<file path="config.mk">
export PLATFORM = sky130hd
export DESIGN_NAME = stepper_pulse_ramp_generator
export DESIGN_NICKNAME = d
export VERILOG_FILES = /design/src/rtl/spr_pkg.sv /design/src/rtl/spr_prep.sv /design/src/rtl/spr_sched.sv /design/src/rtl/spr_core.sv /design/src/rtl/stepper_pulse_ramp_generator.sv
export SDC_FILE = /design/constraint.sdc
export NUM_CORES = 2
export LEC_CHECK = 0
export ABC_AREA = 1
export BUFFER_PORTS_ARGS = -buffer_cell sky130_fd_sc_hd__buf_4
export CAP_MARGIN = 5
export CORE_ASPECT_RATIO = 0.7
export CORE_MARGIN = 5
export CORE_UTILIZATION = 35
export CTS_CLUSTER_DIAMETER = 80
export DETAILED_ROUTE_END_ITERATION = 10
export PLACE_DENSITY_LB_ADDON = 0.12
export SETUP_SLACK_MARGIN = 0.15
export SLEW_MARGIN = 20
export SYNTH_ARGS = -nofsm -noshare
export SYNTH_HDL_FRONTEND = slang
export SYNTH_SLANG_ARGS = --single-unit
</file>
<file path="constraint.sdc">
create_clock -name clk -period 13.1 [get_ports clk]
set_input_delay 2.62 -clock clk [delete_from_list [all_inputs] [get_ports clk]]
set_output_delay 2.62 -clock clk [all_outputs]
set_load 0.01 [all_outputs]
</file>
<file path="src/rtl/spr_pkg.sv">
// Shared types and constants for the stepper pulse ramp generator.
package spr_pkg;

  localparam int RAMP_STEPS = 6;
  localparam int TABLE_DEPTH = RAMP_STEPS + 1;
  localparam int RAMP_SHIFT = 6;

  localparam logic OP_START = 1'b0;
  localparam logic OP_TICK  = 1'b1;

  localparam logic [1:0] AXIS_X = 2'd0;
  localparam logic [1:0] AXIS_Y = 2'd1;
  localparam logic [1:0] AXIS_Z = 2'd2;

  // Ramp segment of a pulse, in priority order, ending with the cruise rate.
  typedef enum logic [2:0] {
    SEL_X6,
    SEL_X3,
    SEL_X2,
    SEL_X3_2,
    SEL_X12_10,
    SEL_X11_10,
    SEL_CRUISE
  } ramp_sel_t;

  // Smallest count at which the first pulse already falls in segment k.
  localparam logic [6:0] START_MIN [RAMP_STEPS] = '{7'd64, 7'd32, 7'd22, 7'd16, 7'd13, 7'd11};

  typedef struct packed {
    logic      tick;
    logic [1:0] axis;
    logic      zero_count;
    ramp_sel_t sel0;
  } prep_ctrl_t;

  typedef struct packed {
    ramp_sel_t next_sel;
    logic      last;
  } sched_t;

endpackage

</file>
<file path="src/rtl/spr_prep.sv">
// Input stage: registers an item along with its precomputed ramp limits and half-periods.
module spr_prep #(
  parameter int COUNT_WIDTH  = 24,
  parameter int PERIOD_WIDTH = 14
) (
  input  logic                     clk,
  input  logic                     rst,
  input  logic                     load,
  input  logic                     advance,
  input  logic                     operation,
  input  logic [1:0]               axis,
  input  logic [COUNT_WIDTH-1:0]   pulse_count,
  input  logic [PERIOD_WIDTH-1:0]  base_half_period,
  output logic                     a_valid,
  output spr_pkg::prep_ctrl_t      ctrl,
  output logic [COUNT_WIDTH-1:0]   count_q,
  output logic [COUNT_WIDTH-1:0]   lead_q [spr_pkg::RAMP_STEPS],
  output logic [COUNT_WIDTH-1:0]   tail_q [spr_pkg::RAMP_STEPS],
  output logic [PERIOD_WIDTH+2:0]  hp_q [spr_pkg::TABLE_DEPTH]
);
  import spr_pkg::*;

  localparam int HW        = PERIOD_WIDTH + 3;
  localparam int DIV_SHIFT = PERIOD_WIDTH + 8;
  localparam int RW        = PERIOD_WIDTH + 5;
  localparam int XW        = PERIOD_WIDTH + 4;
  localparam int PROD_W    = XW + RW;
  localparam int LW        = COUNT_WIDTH + RAMP_SHIFT;
  localparam logic [63:0] RECIP10_FULL = ((64'd1 << DIV_SHIFT) + 64'd9) / 64'd10;
  localparam logic [RW-1:0] RECIP10 = RECIP10_FULL[RW-1:0];

  logic [XW-1:0]          b12, b11;
  logic [PROD_W-1:0]      p12, p11;
  logic [HW-1:0]          x3;
  logic [HW-1:0]          hp_next [TABLE_DEPTH];
  logic [LW-1:0]          lprod [RAMP_STEPS];
  logic [LW-1:0]          tprod [RAMP_STEPS];
  logic [COUNT_WIDTH-1:0] lead_next [RAMP_STEPS];
  logic [COUNT_WIDTH-1:0] tail_next [RAMP_STEPS];
  ramp_sel_t              sel0;

  // Divide by ten as a multiply by a rounded-up reciprocal; exact over the input range.
  always_comb begin
    b12 = XW'({base_half_period, 3'b000}) + XW'({base_half_period, 2'b00});
    b11 = XW'({base_half_period, 3'b000}) + XW'({base_half_period, 1'b0})
        + XW'(base_half_period);
    p12 = PROD_W'(b12) * PROD_W'(RECIP10);
    p11 = PROD_W'(b11) * PROD_W'(RECIP10);
    x3  = HW'({base_half_period, 1'b0}) + HW'(base_half_period);
    if (base_half_period == '0) begin
      for (int i = 0; i < TABLE_DEPTH; i++) begin
        hp_next[i] = HW'(1);
      end
    end else begin
      hp_next[SEL_X6]     = HW'({base_half_period, 2'b00}) + HW'({base_half_period, 1'b0});
      hp_next[SEL_X3]     = x3;
      hp_next[SEL_X2]     = HW'({base_half_period, 1'b0});
      hp_next[SEL_X3_2]   = x3 >> 1;
      hp_next[SEL_X12_10] = HW'(p12[DIV_SHIFT +: PERIOD_WIDTH+1]);
      hp_next[SEL_X11_10] = HW'(p11[DIV_SHIFT +: PERIOD_WIDTH+1]);
      hp_next[SEL_CRUISE] = HW'(base_half_period);
    end
  end

  always_comb begin
    for (int k = 0; k < RAMP_STEPS; k++) begin
      lprod[k] = LW'(pulse_count) * LW'(k + 1);
      tprod[k] = LW'(pulse_count) * LW'(63 - k);
      lead_next[k] = lprod[k][RAMP_SHIFT +: COUNT_WIDTH];
      tail_next[k] = tprod[k][RAMP_SHIFT +: COUNT_WIDTH];
    end
  end

  // The first pulse lies in the earliest segment whose lead limit is already above zero.
  always_comb begin
    sel0 = SEL_CRUISE;
    for (int k = RAMP_STEPS - 1; k >= 0; k--) begin
      if (pulse_count >= COUNT_WIDTH'(START_MIN[k])) begin
        sel0 = ramp_sel_t'(k);
      end
    end
  end

  always_ff @(posedge clk) begin
    if (rst) begin
      a_valid <= 1'b0;
    end else if (load) begin
      a_valid <= 1'b1;
    end else if (advance) begin
      a_valid <= 1'b0;
    end
  end

  always_ff @(posedge clk) begin
    if (load) begin
      ctrl.tick       <= (operation == OP_TICK);
      ctrl.axis       <= axis;
      ctrl.zero_count <= (pulse_count == '0);
      ctrl.sel0       <= sel0;
      count_q         <= pulse_count;
      lead_q          <= lead_next;
      tail_q          <= tail_next;
      hp_q            <= hp_next;
    end
  end

endmodule

</file>
<file path="src/rtl/spr_sched.sv">
// Lookahead: finds the ramp segment of the next pulse and whether the current one is the last.
module spr_sched #(
  parameter int COUNT_WIDTH = 24
) (
  input  logic                   clk,
  input  logic [COUNT_WIDTH-1:0] pulse_index,
  input  logic [COUNT_WIDTH-1:0] total_pulses,
  input  logic [COUNT_WIDTH-1:0] lead_limits [spr_pkg::RAMP_STEPS],
  input  logic [COUNT_WIDTH-1:0] tail_limits [spr_pkg::RAMP_STEPS],
  output spr_pkg::sched_t        sched
);
  import spr_pkg::*;

  logic [COUNT_WIDTH-1:0] idx1;
  ramp_sel_t              sel;

  // Pulse boundaries are at least two items apart, so the registered lookahead is always ready.
  always_comb begin
    idx1 = pulse_index + COUNT_WIDTH'(1);
    sel  = SEL_CRUISE;
    for (int k = RAMP_STEPS - 1; k >= 0; k--) begin
      if (idx1 < lead_limits[k] || idx1 > tail_limits[k]) begin
        sel = ramp_sel_t'(k);
      end
    end
  end

  always_ff @(posedge clk) begin
    sched.next_sel <= sel;
    sched.last     <= (idx1 == total_pulses);
  end

endmodule

</file>
<file path="src/rtl/spr_core.sv">
// Move state, half-period counter and the result register.
module spr_core #(
  parameter int COUNT_WIDTH  = 24,
  parameter int PERIOD_WIDTH = 14
) (
  input  logic                     clk,
  input  logic                     rst,
  input  logic                     advance,
  input  logic                     out_ready,
  input  spr_pkg::prep_ctrl_t      ctrl,
  input  logic [COUNT_WIDTH-1:0]   count_in,
  input  logic [COUNT_WIDTH-1:0]   lead_in [spr_pkg::RAMP_STEPS],
  input  logic [COUNT_WIDTH-1:0]   tail_in [spr_pkg::RAMP_STEPS],
  input  logic [PERIOD_WIDTH+2:0]  hp_in [spr_pkg::TABLE_DEPTH],
  input  spr_pkg::sched_t          sched,
  output logic [COUNT_WIDTH-1:0]   pulse_index,
  output logic [COUNT_WIDTH-1:0]   total_pulses,
  output logic [COUNT_WIDTH-1:0]   lead_limits [spr_pkg::RAMP_STEPS],
  output logic [COUNT_WIDTH-1:0]   tail_limits [spr_pkg::RAMP_STEPS],
  output logic                     out_valid,
  output logic                     step_x,
  output logic                     step_y,
  output logic                     step_z,
  output logic                     busy_res,
  output logic                     move_done
);
  import spr_pkg::*;

  localparam int HW = PERIOD_WIDTH + 3;

  logic [1:0]             active_axis, active_axis_next;
  logic [COUNT_WIDTH-1:0] total_pulses_next, pulse_index_next;
  logic                   line_level, line_level_next;
  logic                   running, running_next;
  logic [HW-1:0]          half_remaining, half_remaining_next, hr_dec;
  logic [HW-1:0]          cur_period, cur_period_next;
  logic [HW-1:0]          hp_table [TABLE_DEPTH];
  logic [HW-1:0]          start_hp, next_hp;
  logic                   load_move;
  logic                   done;

  always_comb begin
    case (ctrl.sel0)
      SEL_X6:     start_hp = hp_in[SEL_X6];
      SEL_X3:     start_hp = hp_in[SEL_X3];
      SEL_X2:     start_hp = hp_in[SEL_X2];
      SEL_X3_2:   start_hp = hp_in[SEL_X3_2];
      SEL_X12_10: start_hp = hp_in[SEL_X12_10];
      SEL_X11_10: start_hp = hp_in[SEL_X11_10];
      default:    start_hp = hp_in[SEL_CRUISE];
    endcase
    case (sched.next_sel)
      SEL_X6:     next_hp = hp_table[SEL_X6];
      SEL_X3:     next_hp = hp_table[SEL_X3];
      SEL_X2:     next_hp = hp_table[SEL_X2];
      SEL_X3_2:   next_hp = hp_table[SEL_X3_2];
      SEL_X12_10: next_hp = hp_table[SEL_X12_10];
      SEL_X11_10: next_hp = hp_table[SEL_X11_10];
      default:    next_hp = hp_table[SEL_CRUISE];
    endcase
  end

  always_comb begin
    active_axis_next    = active_axis;
    total_pulses_next   = total_pulses;
    pulse_index_next    = pulse_index;
    line_level_next     = line_level;
    running_next        = running;
    half_remaining_next = half_remaining;
    cur_period_next     = cur_period;
    load_move           = 1'b0;
    done                = 1'b0;
    hr_dec = (half_remaining != '0) ? half_remaining - HW'(1) : half_remaining;
    if (!ctrl.tick) begin
      // Starts while busy or for the unused axis code are dropped.
      if (!running && ctrl.axis <= AXIS_Z) begin
        if (ctrl.zero_count) begin
          line_level_next = 1'b0;
          done            = 1'b1;
        end else begin
          load_move           = 1'b1;
          active_axis_next    = ctrl.axis;
          total_pulses_next   = count_in;
          pulse_index_next    = '0;
          running_next        = 1'b1;
          line_level_next     = 1'b1;
          half_remaining_next = start_hp;
          cur_period_next     = start_hp;
        end
      end
    end else if (running) begin
      half_remaining_next = hr_dec;
      if (hr_dec == '0) begin
        if (line_level) begin
          line_level_next     = 1'b0;
          half_remaining_next = cur_period;
        end else begin
          pulse_index_next = pulse_index + COUNT_WIDTH'(1);
          if (sched.last) begin
            running_next = 1'b0;
            done         = 1'b1;
          end else begin
            line_level_next     = 1'b1;
            half_remaining_next = next_hp;
            cur_period_next     = next_hp;
          end
        end
      end
    end
  end

  always_ff @(posedge clk) begin
    if (rst) begin
      active_axis    <= AXIS_X;
      total_pulses   <= '0;
      pulse_index    <= '0;
      line_level     <= 1'b0;
      running        <= 1'b0;
      half_remaining <= '0;
      cur_period     <= '0;
      out_valid      <= 1'b0;
      step_x         <= 1'b0;
      step_y         <= 1'b0;
      step_z         <= 1'b0;
      busy_res       <= 1'b0;
      move_done      <= 1'b0;
    end else begin
      if (advance) begin
        active_axis    <= active_axis_next;
        total_pulses   <= total_pulses_next;
        pulse_index    <= pulse_index_next;
        line_level     <= line_level_next;
        running        <= running_next;
        half_remaining <= half_remaining_next;
        cur_period     <= cur_period_next;
        step_x    <= running_next && line_level_next && (active_axis_next == AXIS_X);
        step_y    <= running_next && line_level_next && (active_axis_next == AXIS_Y);
        step_z    <= running_next && line_level_next && (active_axis_next == AXIS_Z);
        busy_res  <= running_next;
        move_done <= done;
        out_valid <= 1'b1;
      end else if (out_ready) begin
        out_valid <= 1'b0;
      end
    end
  end

  always_ff @(posedge clk) begin
    if (advance && load_move) begin
      lead_limits <= lead_in;
      tail_limits <= tail_in;
      hp_table    <= hp_in;
    end
  end

endmodule

</file>
<file path="src/rtl/stepper_pulse_ramp_generator.sv">
// An accepted item is registered in the input stage, then its result in the move state.
// The block takes one item per cycle while results are taken; while a result waits, the input stage
// holds one more item and then stalls its input.
// The ramp segment of the next pulse is looked up ahead from the stored limits and registered.
// Reset (rst, synchronous, active high) leaves the block idle with all step lines low
// and both stages empty.
module stepper_pulse_ramp_generator #(
  parameter int COUNT_WIDTH  = 24,
  parameter int PERIOD_WIDTH = 14
) (
  input  logic clk,
  input  logic rst,
  input  logic s_tvalid,
  output logic s_tready,
  // axis, pulse_count, base_half_period (lowest bits first), zero filled to whole bytes
  input  logic [((2 + COUNT_WIDTH + PERIOD_WIDTH + 7) / 8) * 8 - 1:0] s_tdata,
  // operation
  input  logic s_tuser,
  output logic m_tvalid,
  input  logic m_tready,
  // step_x, step_y, step_z, busy_res (lowest bits first), zero filled
  output logic [7:0] m_tdata,
  // move_done
  output logic m_tlast
);
  import spr_pkg::*;

  logic                    load, advance, a_valid;
  prep_ctrl_t              ctrl;
  sched_t                  sched;
  logic [COUNT_WIDTH-1:0]  count_q, pulse_index, total_pulses;
  logic [COUNT_WIDTH-1:0]  lead_q [RAMP_STEPS];
  logic [COUNT_WIDTH-1:0]  tail_q [RAMP_STEPS];
  logic [COUNT_WIDTH-1:0]  lead_limits [RAMP_STEPS];
  logic [COUNT_WIDTH-1:0]  tail_limits [RAMP_STEPS];
  logic [PERIOD_WIDTH+2:0] hp_q [TABLE_DEPTH];
  logic                    step_x, step_y, step_z, busy_res;

  assign advance  = a_valid && (!m_tvalid || m_tready);
  assign s_tready = !a_valid || advance;
  assign load     = s_tvalid && s_tready;
  assign m_tdata  = {4'b0000, busy_res, step_z, step_y, step_x};

  spr_prep #(
    .COUNT_WIDTH (COUNT_WIDTH),
    .PERIOD_WIDTH(PERIOD_WIDTH)
  ) u_prep (
    .clk             (clk),
    .rst             (rst),
    .load            (load),
    .advance         (advance),
    .operation       (s_tuser),
    .axis            (s_tdata[1:0]),
    .pulse_count     (s_tdata[2 +: COUNT_WIDTH]),
    .base_half_period(s_tdata[2 + COUNT_WIDTH +: PERIOD_WIDTH]),
    .a_valid         (a_valid),
    .ctrl            (ctrl),
    .count_q         (count_q),
    .lead_q          (lead_q),
    .tail_q          (tail_q),
    .hp_q            (hp_q)
  );

  spr_sched #(
    .COUNT_WIDTH(COUNT_WIDTH)
  ) u_sched (
    .clk         (clk),
    .pulse_index (pulse_index),
    .total_pulses(total_pulses),
    .lead_limits (lead_limits),
    .tail_limits (tail_limits),
    .sched       (sched)
  );

  spr_core #(
    .COUNT_WIDTH (COUNT_WIDTH),
    .PERIOD_WIDTH(PERIOD_WIDTH)
  ) u_core (
    .clk         (clk),
    .rst         (rst),
    .advance     (advance),
    .out_ready   (m_tready),
    .ctrl        (ctrl),
    .count_in    (count_q),
    .lead_in     (lead_q),
    .tail_in     (tail_q),
    .hp_in       (hp_q),
    .sched       (sched),
    .pulse_index (pulse_index),
    .total_pulses(total_pulses),
    .lead_limits (lead_limits),
    .tail_limits (tail_limits),
    .out_valid   (m_tvalid),
    .step_x      (step_x),
    .step_y      (step_y),
    .step_z      (step_z),
    .busy_res    (busy_res),
    .move_done   (m_tlast)
  );

endmodule

</file>
# Word-level counts from Yosys, hierarchy flattened
# Cells that the tools add are included.
# word_totals
regBits	888
elab_cells	222
# classes
add_sub_neg	7
multipliers	11
order_cmp	19
n_eq_ne	18
n_mux	61
n_bitwise	2
n_reduce_logical	37
# op_table
operator	n
$mux W17	13
$pmux W17 S6	2
$gt A24 B24 Y1	6
$mux W24	6
$mul A24 B6 Y30 const B	3
$mul A18 B19 Y37 const B	2
$mux W69	1
$mul A24 B5 Y29 const B	2
$mul A24 B2 Y26 const B	2
$ge A24 B4 Y1 const B	2
$ge A24 B5 Y1 const B	2
$lt A24 B20 Y1	2
$lt A24 B21 Y1	2
$mul A24 B4 Y28 const B	1
$mux W1	28
$mul A24 B3 Y27 const B	1
$add A24 B1 Y24 const B	1
$eq A24 B24 Y1	1
$ge A24 B6 Y1 const B	1
$ge A24 B7 Y1 const B	1
$logic_not A24 Y1	1
$lt A24 B18 Y1	1
$lt A24 B19 Y1	1
$mux W2	11
other kinds (29)	62

# Depth between registers and ports, before layout
# logic_depth
word_depth	8
ltp_mapped	35

# By module
# From an unflattened synthesis, not the netlist that was laid out.
# unflattened
cells_unflattened	7960
hier_area_um2	68609.6
# modules_own_cells
mod	n_inst	cells_per_inst	area_per_inst_um2	seq_area_each_um2
spr_prep	1	5004	40831.7	8428.1
spr_core	1	1524	19040.8	14043.5
spr_sched	1	1418	8649.5	80.1
stepper_pulse_ramp_generator	1	14	87.6	0.0

# Worst setup path after synthesis
# No wires, ideal clock.
# synth_timing
kind	in2reg
from	in m_tready
to	reg u_core.hp_table[102] (netlist name) (enable)
t_arrival_ps	10844
required_ps	12362
path_slack_ps	1518
path_stages	7
path_buffers	1
cell_sequence	inv_1 nand2_1 nand2_1 inv_1 nand2_1 clkinv_1 clkbuf_1
# synth_via
elab_chain_cells	3
# synth_lines
element	line	text
from (decl)	stepper_pulse_ramp_generator.sv:20	input logic m_tready,
$logic_or A1 B1 Y1	stepper_pulse_ramp_generator.sv:39	assign advance = a_valid && (!m_tvalid || m_tready);
$logic_and A1 B1 Y1	stepper_pulse_ramp_generator.sv:39	
$logic_and A1 B1 Y1	spr_core.sv:149	if (advance && load_move) begin
to (signal assigned)	spr_core.sv:152	hp_table <= hp_in;
to (decl)	spr_core.sv:37	logic [HW-1:0] hp_table [TABLE_DEPTH];
# No other way between the ends.
# A chain may end at the register's enable or synchronous reset.

# Worst setup path after layout
# layout_timing
from	in s_tdata[26]
to	reg u_prep.hp_q[23] (netlist name) (data pin)
# layout_via
elab_chain_cells	3
elab_cells_between_ends	4
cone_classes	add/sub (2); mul (1); reduce/logical (1)
# layout_lines
element	line	text
from (decl)	stepper_pulse_ramp_generator.sv:16	input logic [((2 + COUNT_WIDTH + PERIOD_WIDTH + 7) / 8) * 8 - 1:0] s_tdata,
$add A17 B15 Y18	spr_prep.sv:45	b11 = XW'({base_half_period, 3'b000}) + XW'({base_half_period, 1'b0})
$add A18 B14 Y18	spr_prep.sv:46	+ XW'(base_half_period);
$mul A18 B19 Y37	spr_prep.sv:48	p11 = PROD_W'(b11) * PROD_W'(RECIP10);
to (signal assigned)	spr_prep.sv:103	hp_q <= hp_next;
to (decl)	spr_prep.sv:19	output logic [PERIOD_WIDTH+2:0] hp_q [spr_pkg::TABLE_DEPTH]
# Parallel ways exist; a longest one is shown, timed or not.

==> results.json <==
{
  "status": "finished clean",
  "yosys_warnings": 0,
  "clock_latency_ns": 0.69,
  "cts_max_path_buffers": 3,
  "synthSimpleGateAreaFrac_pct": 12.78,
  "synth_cell_types": 68,
  "clock_sinks": 645,
  "max_slew_margin_pct": 27.37,
  "drive_gt1_share_pct": 4.368,
  "post_drt_via_cell_ratio": 5.161,
  "regArea_um2": 18410,
  "setup_viol_count_final": 0,
  "synth.yosys.seq_area_share_pct": 32.25,
  "min_period_ns": 10.46,
  "final_common_cell": "inv_1",
  "cap_violations": 0,
  "worstHoldPathType": "flip-flop to flip-flop",
  "fillCellCount": 16206,
  "cp_max_fo": 13,
  "crit_arrival_ns": 11.00,
  "post-route-period-util_pct": 79.86,
  "max_freq_mhz": 95.59,
  "hold_violations": 0,
  "synthArstFlopShare_pct": 0,
  "port_buffers": 51,
  "grt_pass1_wl_um": 283700,
  "tightestPinTransition_ns": 1.081,
  "crit_path_frequent_cell": "fa_1",
  "dominantRegCellSynth": "edfxtp_1",
  "place.detailed.hpwl_um": 156200,
  "synth_top_family_by_area": "adder cells",
  "grt_pass1_vias": 42672,
  "synth_edf_count": 549,
  "worst_ep_required_time_ns": 13.64,
  "antenna_found_initial": 18,
  "synth-seq-cells": 645,
  "crit_slowest_cell": "fa_1",
  "clock-root-buffer": "clkbuf_16",
  "final_nets": 7526,
  "post_cts_resized": 0,
  "setup_tns_ns": 0,
  "core-area_um2": 162800,
  "grt_start_max_net_pins": 140,
  "dieWidth_um": 492.7,
  "ios": 56,
  "skew_ns": 0.02914,
  "drt-initial-drc-count": 3498,
  "synthMuxAreaShare_pct": 0.01973,
  "syn_area_um2": 57080,
  "htree_levels": 3,
  "grt.total_usage_pct": 22.23,
  "syn_to_final_growth_pct": 9.973,
  "worstSetupPathType": "input port to flip-flop",
  "vias": 43703,
  "final_cell_mix": "1100 x inv_1, 908 x nand2_1, 821 x ha_1",
  "syn-instance-count": 6161,
  "synthXorXnorAreaFrac_pct": 3.682,
  "post_cts_buffers": 0,
  "syn_area_per_cell_um2": 9.266,
  "drtPass1Iterations": 5,
  "cts_buffers": 74,
  "cts_tree": "yes",
  "crit_path_end_kind": "flip-flop",
  "synth_fa_ha_area_share_pct": 32.13,
  "row_count": 124,
  "multi_input_area_um2": 34280,
  "synth-compound-area-share_pct": 11.24,
  "cp-start-kind": "input port",
  "cts.clk_slew.worst_paths_ns": 0.06,
  "die_h_um": 347.9,
  "postRouteAntennaNets": 0,
  "slew_violations": 0,
  "rrSetupSlack_ns": 7.58,
  "drc": 0,
  "routedWlPerCell_um": 22.66,
  "max_stage_delay_ns": 0.59,
  "initial_utilization_pct": 35.07,
  "drt_wl_total_um": 191900,
  "rsz0062_at_grt": "no",
  "routabilityCongestion": 0.9200,
  "dieArea_um2": 171400,
  "grt-ovfl-total": 0,
  "hold_buffers": 0
}
## final timing paths
path,to,startpoint,cells after the start
setup / recovery,u_prep.hp_q[23]$_SDFFCE_PP0P_,s_tdata[26],29
hold / removal,u_core.tail_limits[143]$_DFFE_PP_,u_prep.tail_q[143]$_DFFE_PP_,0
setup reg to reg,u_sched.sched[1]$_SDFF_PP0_,u_core.pulse_index[0]$_SDFFE_PP0P_,20
hold reg to reg,u_core.tail_limits[143]$_DFFE_PP_,u_prep.tail_q[143]$_DFFE_PP_,0
## routing by layer
layer  wire length [µm]  track usage [%]  up-vias
met3              21020            8.409      156
li1                   -                -    20883
met2              66120            26.52     1385
met1             101800            36.55    21277
met5                  8                0        -
met4               2895            4.003        2
## final cells by class
| type | instances | area share, % |
|---|---|---|
| Antenna cell | 7 | 0.02790 |
| Inverter | 1108 | 6.651 |
| Clock buffer | 85 | 3.049 |
| Multi-Input combinational cell | 4336 | 54.60 |
| Tap cell | 2142 | 4.269 |
| Sequential cell | 645 | 29.32 |
| Timing Repair Buffer | 92 | 1.140 |
| Clock inverter | 53 | 0.9387 |
## state kept, by name (all words and copies together), names as in the netlist, 2 cells and up
name and count:
u_prep.lead_q 42, u_core.pulse_index 24, u_core.tail_limits 144, u_prep.ctrl 7, u_core.cur_period 17, u_core.total_pulses 24
u_core.active_axis 2, u_prep.hp_q 63, u_prep.count_q 24, u_core.hp_table 63, u_prep.tail_q 144, u_sched.sched 4
u_core.half_remaining 17, u_core.lead_limits 62
## logic make-up after synthesis
group | count (synthesis)
AO/OA/AOI/OAI | 1149
XOR/XNOR | 240
adder cells (fa/ha/maj) | 1224
buffers and inverters | 1183
flip-flops | 645
multiplexers | 1
other | 1
AND/OR/NAND/NOR | 1718
## cells in the mapped netlist (15+ instances only)
library cell / n / area (µm²)
xnor2_1: 79 / 691.9
fa_1: 403 / 8068
dfxtp_1: 96 / 1922
nand2_1: 908 / 3408
a31oi_1: 20 / 125.1
a21boi_0: 21 / 157.7
o211ai_1: 25 / 187.7
o21ai_0: 314 / 1572
xor2_1: 161 / 1410
o21a_1: 29 / 217.7
o22ai_1: 16 / 100.1
nand4_1: 90 / 563.0
edfxtp_1: 549 / 16490
inv_1: 1101 / 4133
a21oi_1: 592 / 2963
nor3_1: 70 / 350.3
nor2_1: 392 / 1471
a21o_1: 19 / 142.6
o21bai_1: 15 / 112.6
nand3_1: 182 / 910.9
clkbuf_1: 54 / 202.7
a221oi_1: 36 / 315.3
nor4_1: 16 / 100.1
ha_1: 821 / 10270
## metrics by stage
| step | cell area [µm²] | setup WS [ns] | cells | hold WS [ns] | utilization (%) |
|---|---|---|---|---|---|
| global placement | 60240 | 2.138 | 8323 | 0.4003 | 37.01 |
| floorplan | 57100 | 1.518 | 6164 | 0.4003 | - |
| CTS | 62750 | 2.809 | 8461 | 0.4071 | 38.56 |
| global route | 62770 | 2.166 | 8466 | 0.4208 | 38.57 |
| detailed placement | 60250 | 2.026 | 8323 | 0.4045 | 37.02 |
| finish | 62780 | 2.638 | 8468 | 0.4000 | 38.57 |
## critical path, delay by kind of cell
kind                       cells  cell delay, ns
xor gates and xnor gates       1            0.36
AOI/OAI and AO/OA             10            2.70
buffers and inverters          7            0.62
and+or+nand+nor                2            0.38
adders and majority gates      9            4.30
Power is not shown: default switching activity piles up to over one toggle a cycle in this logic, so the estimate is an artifact.
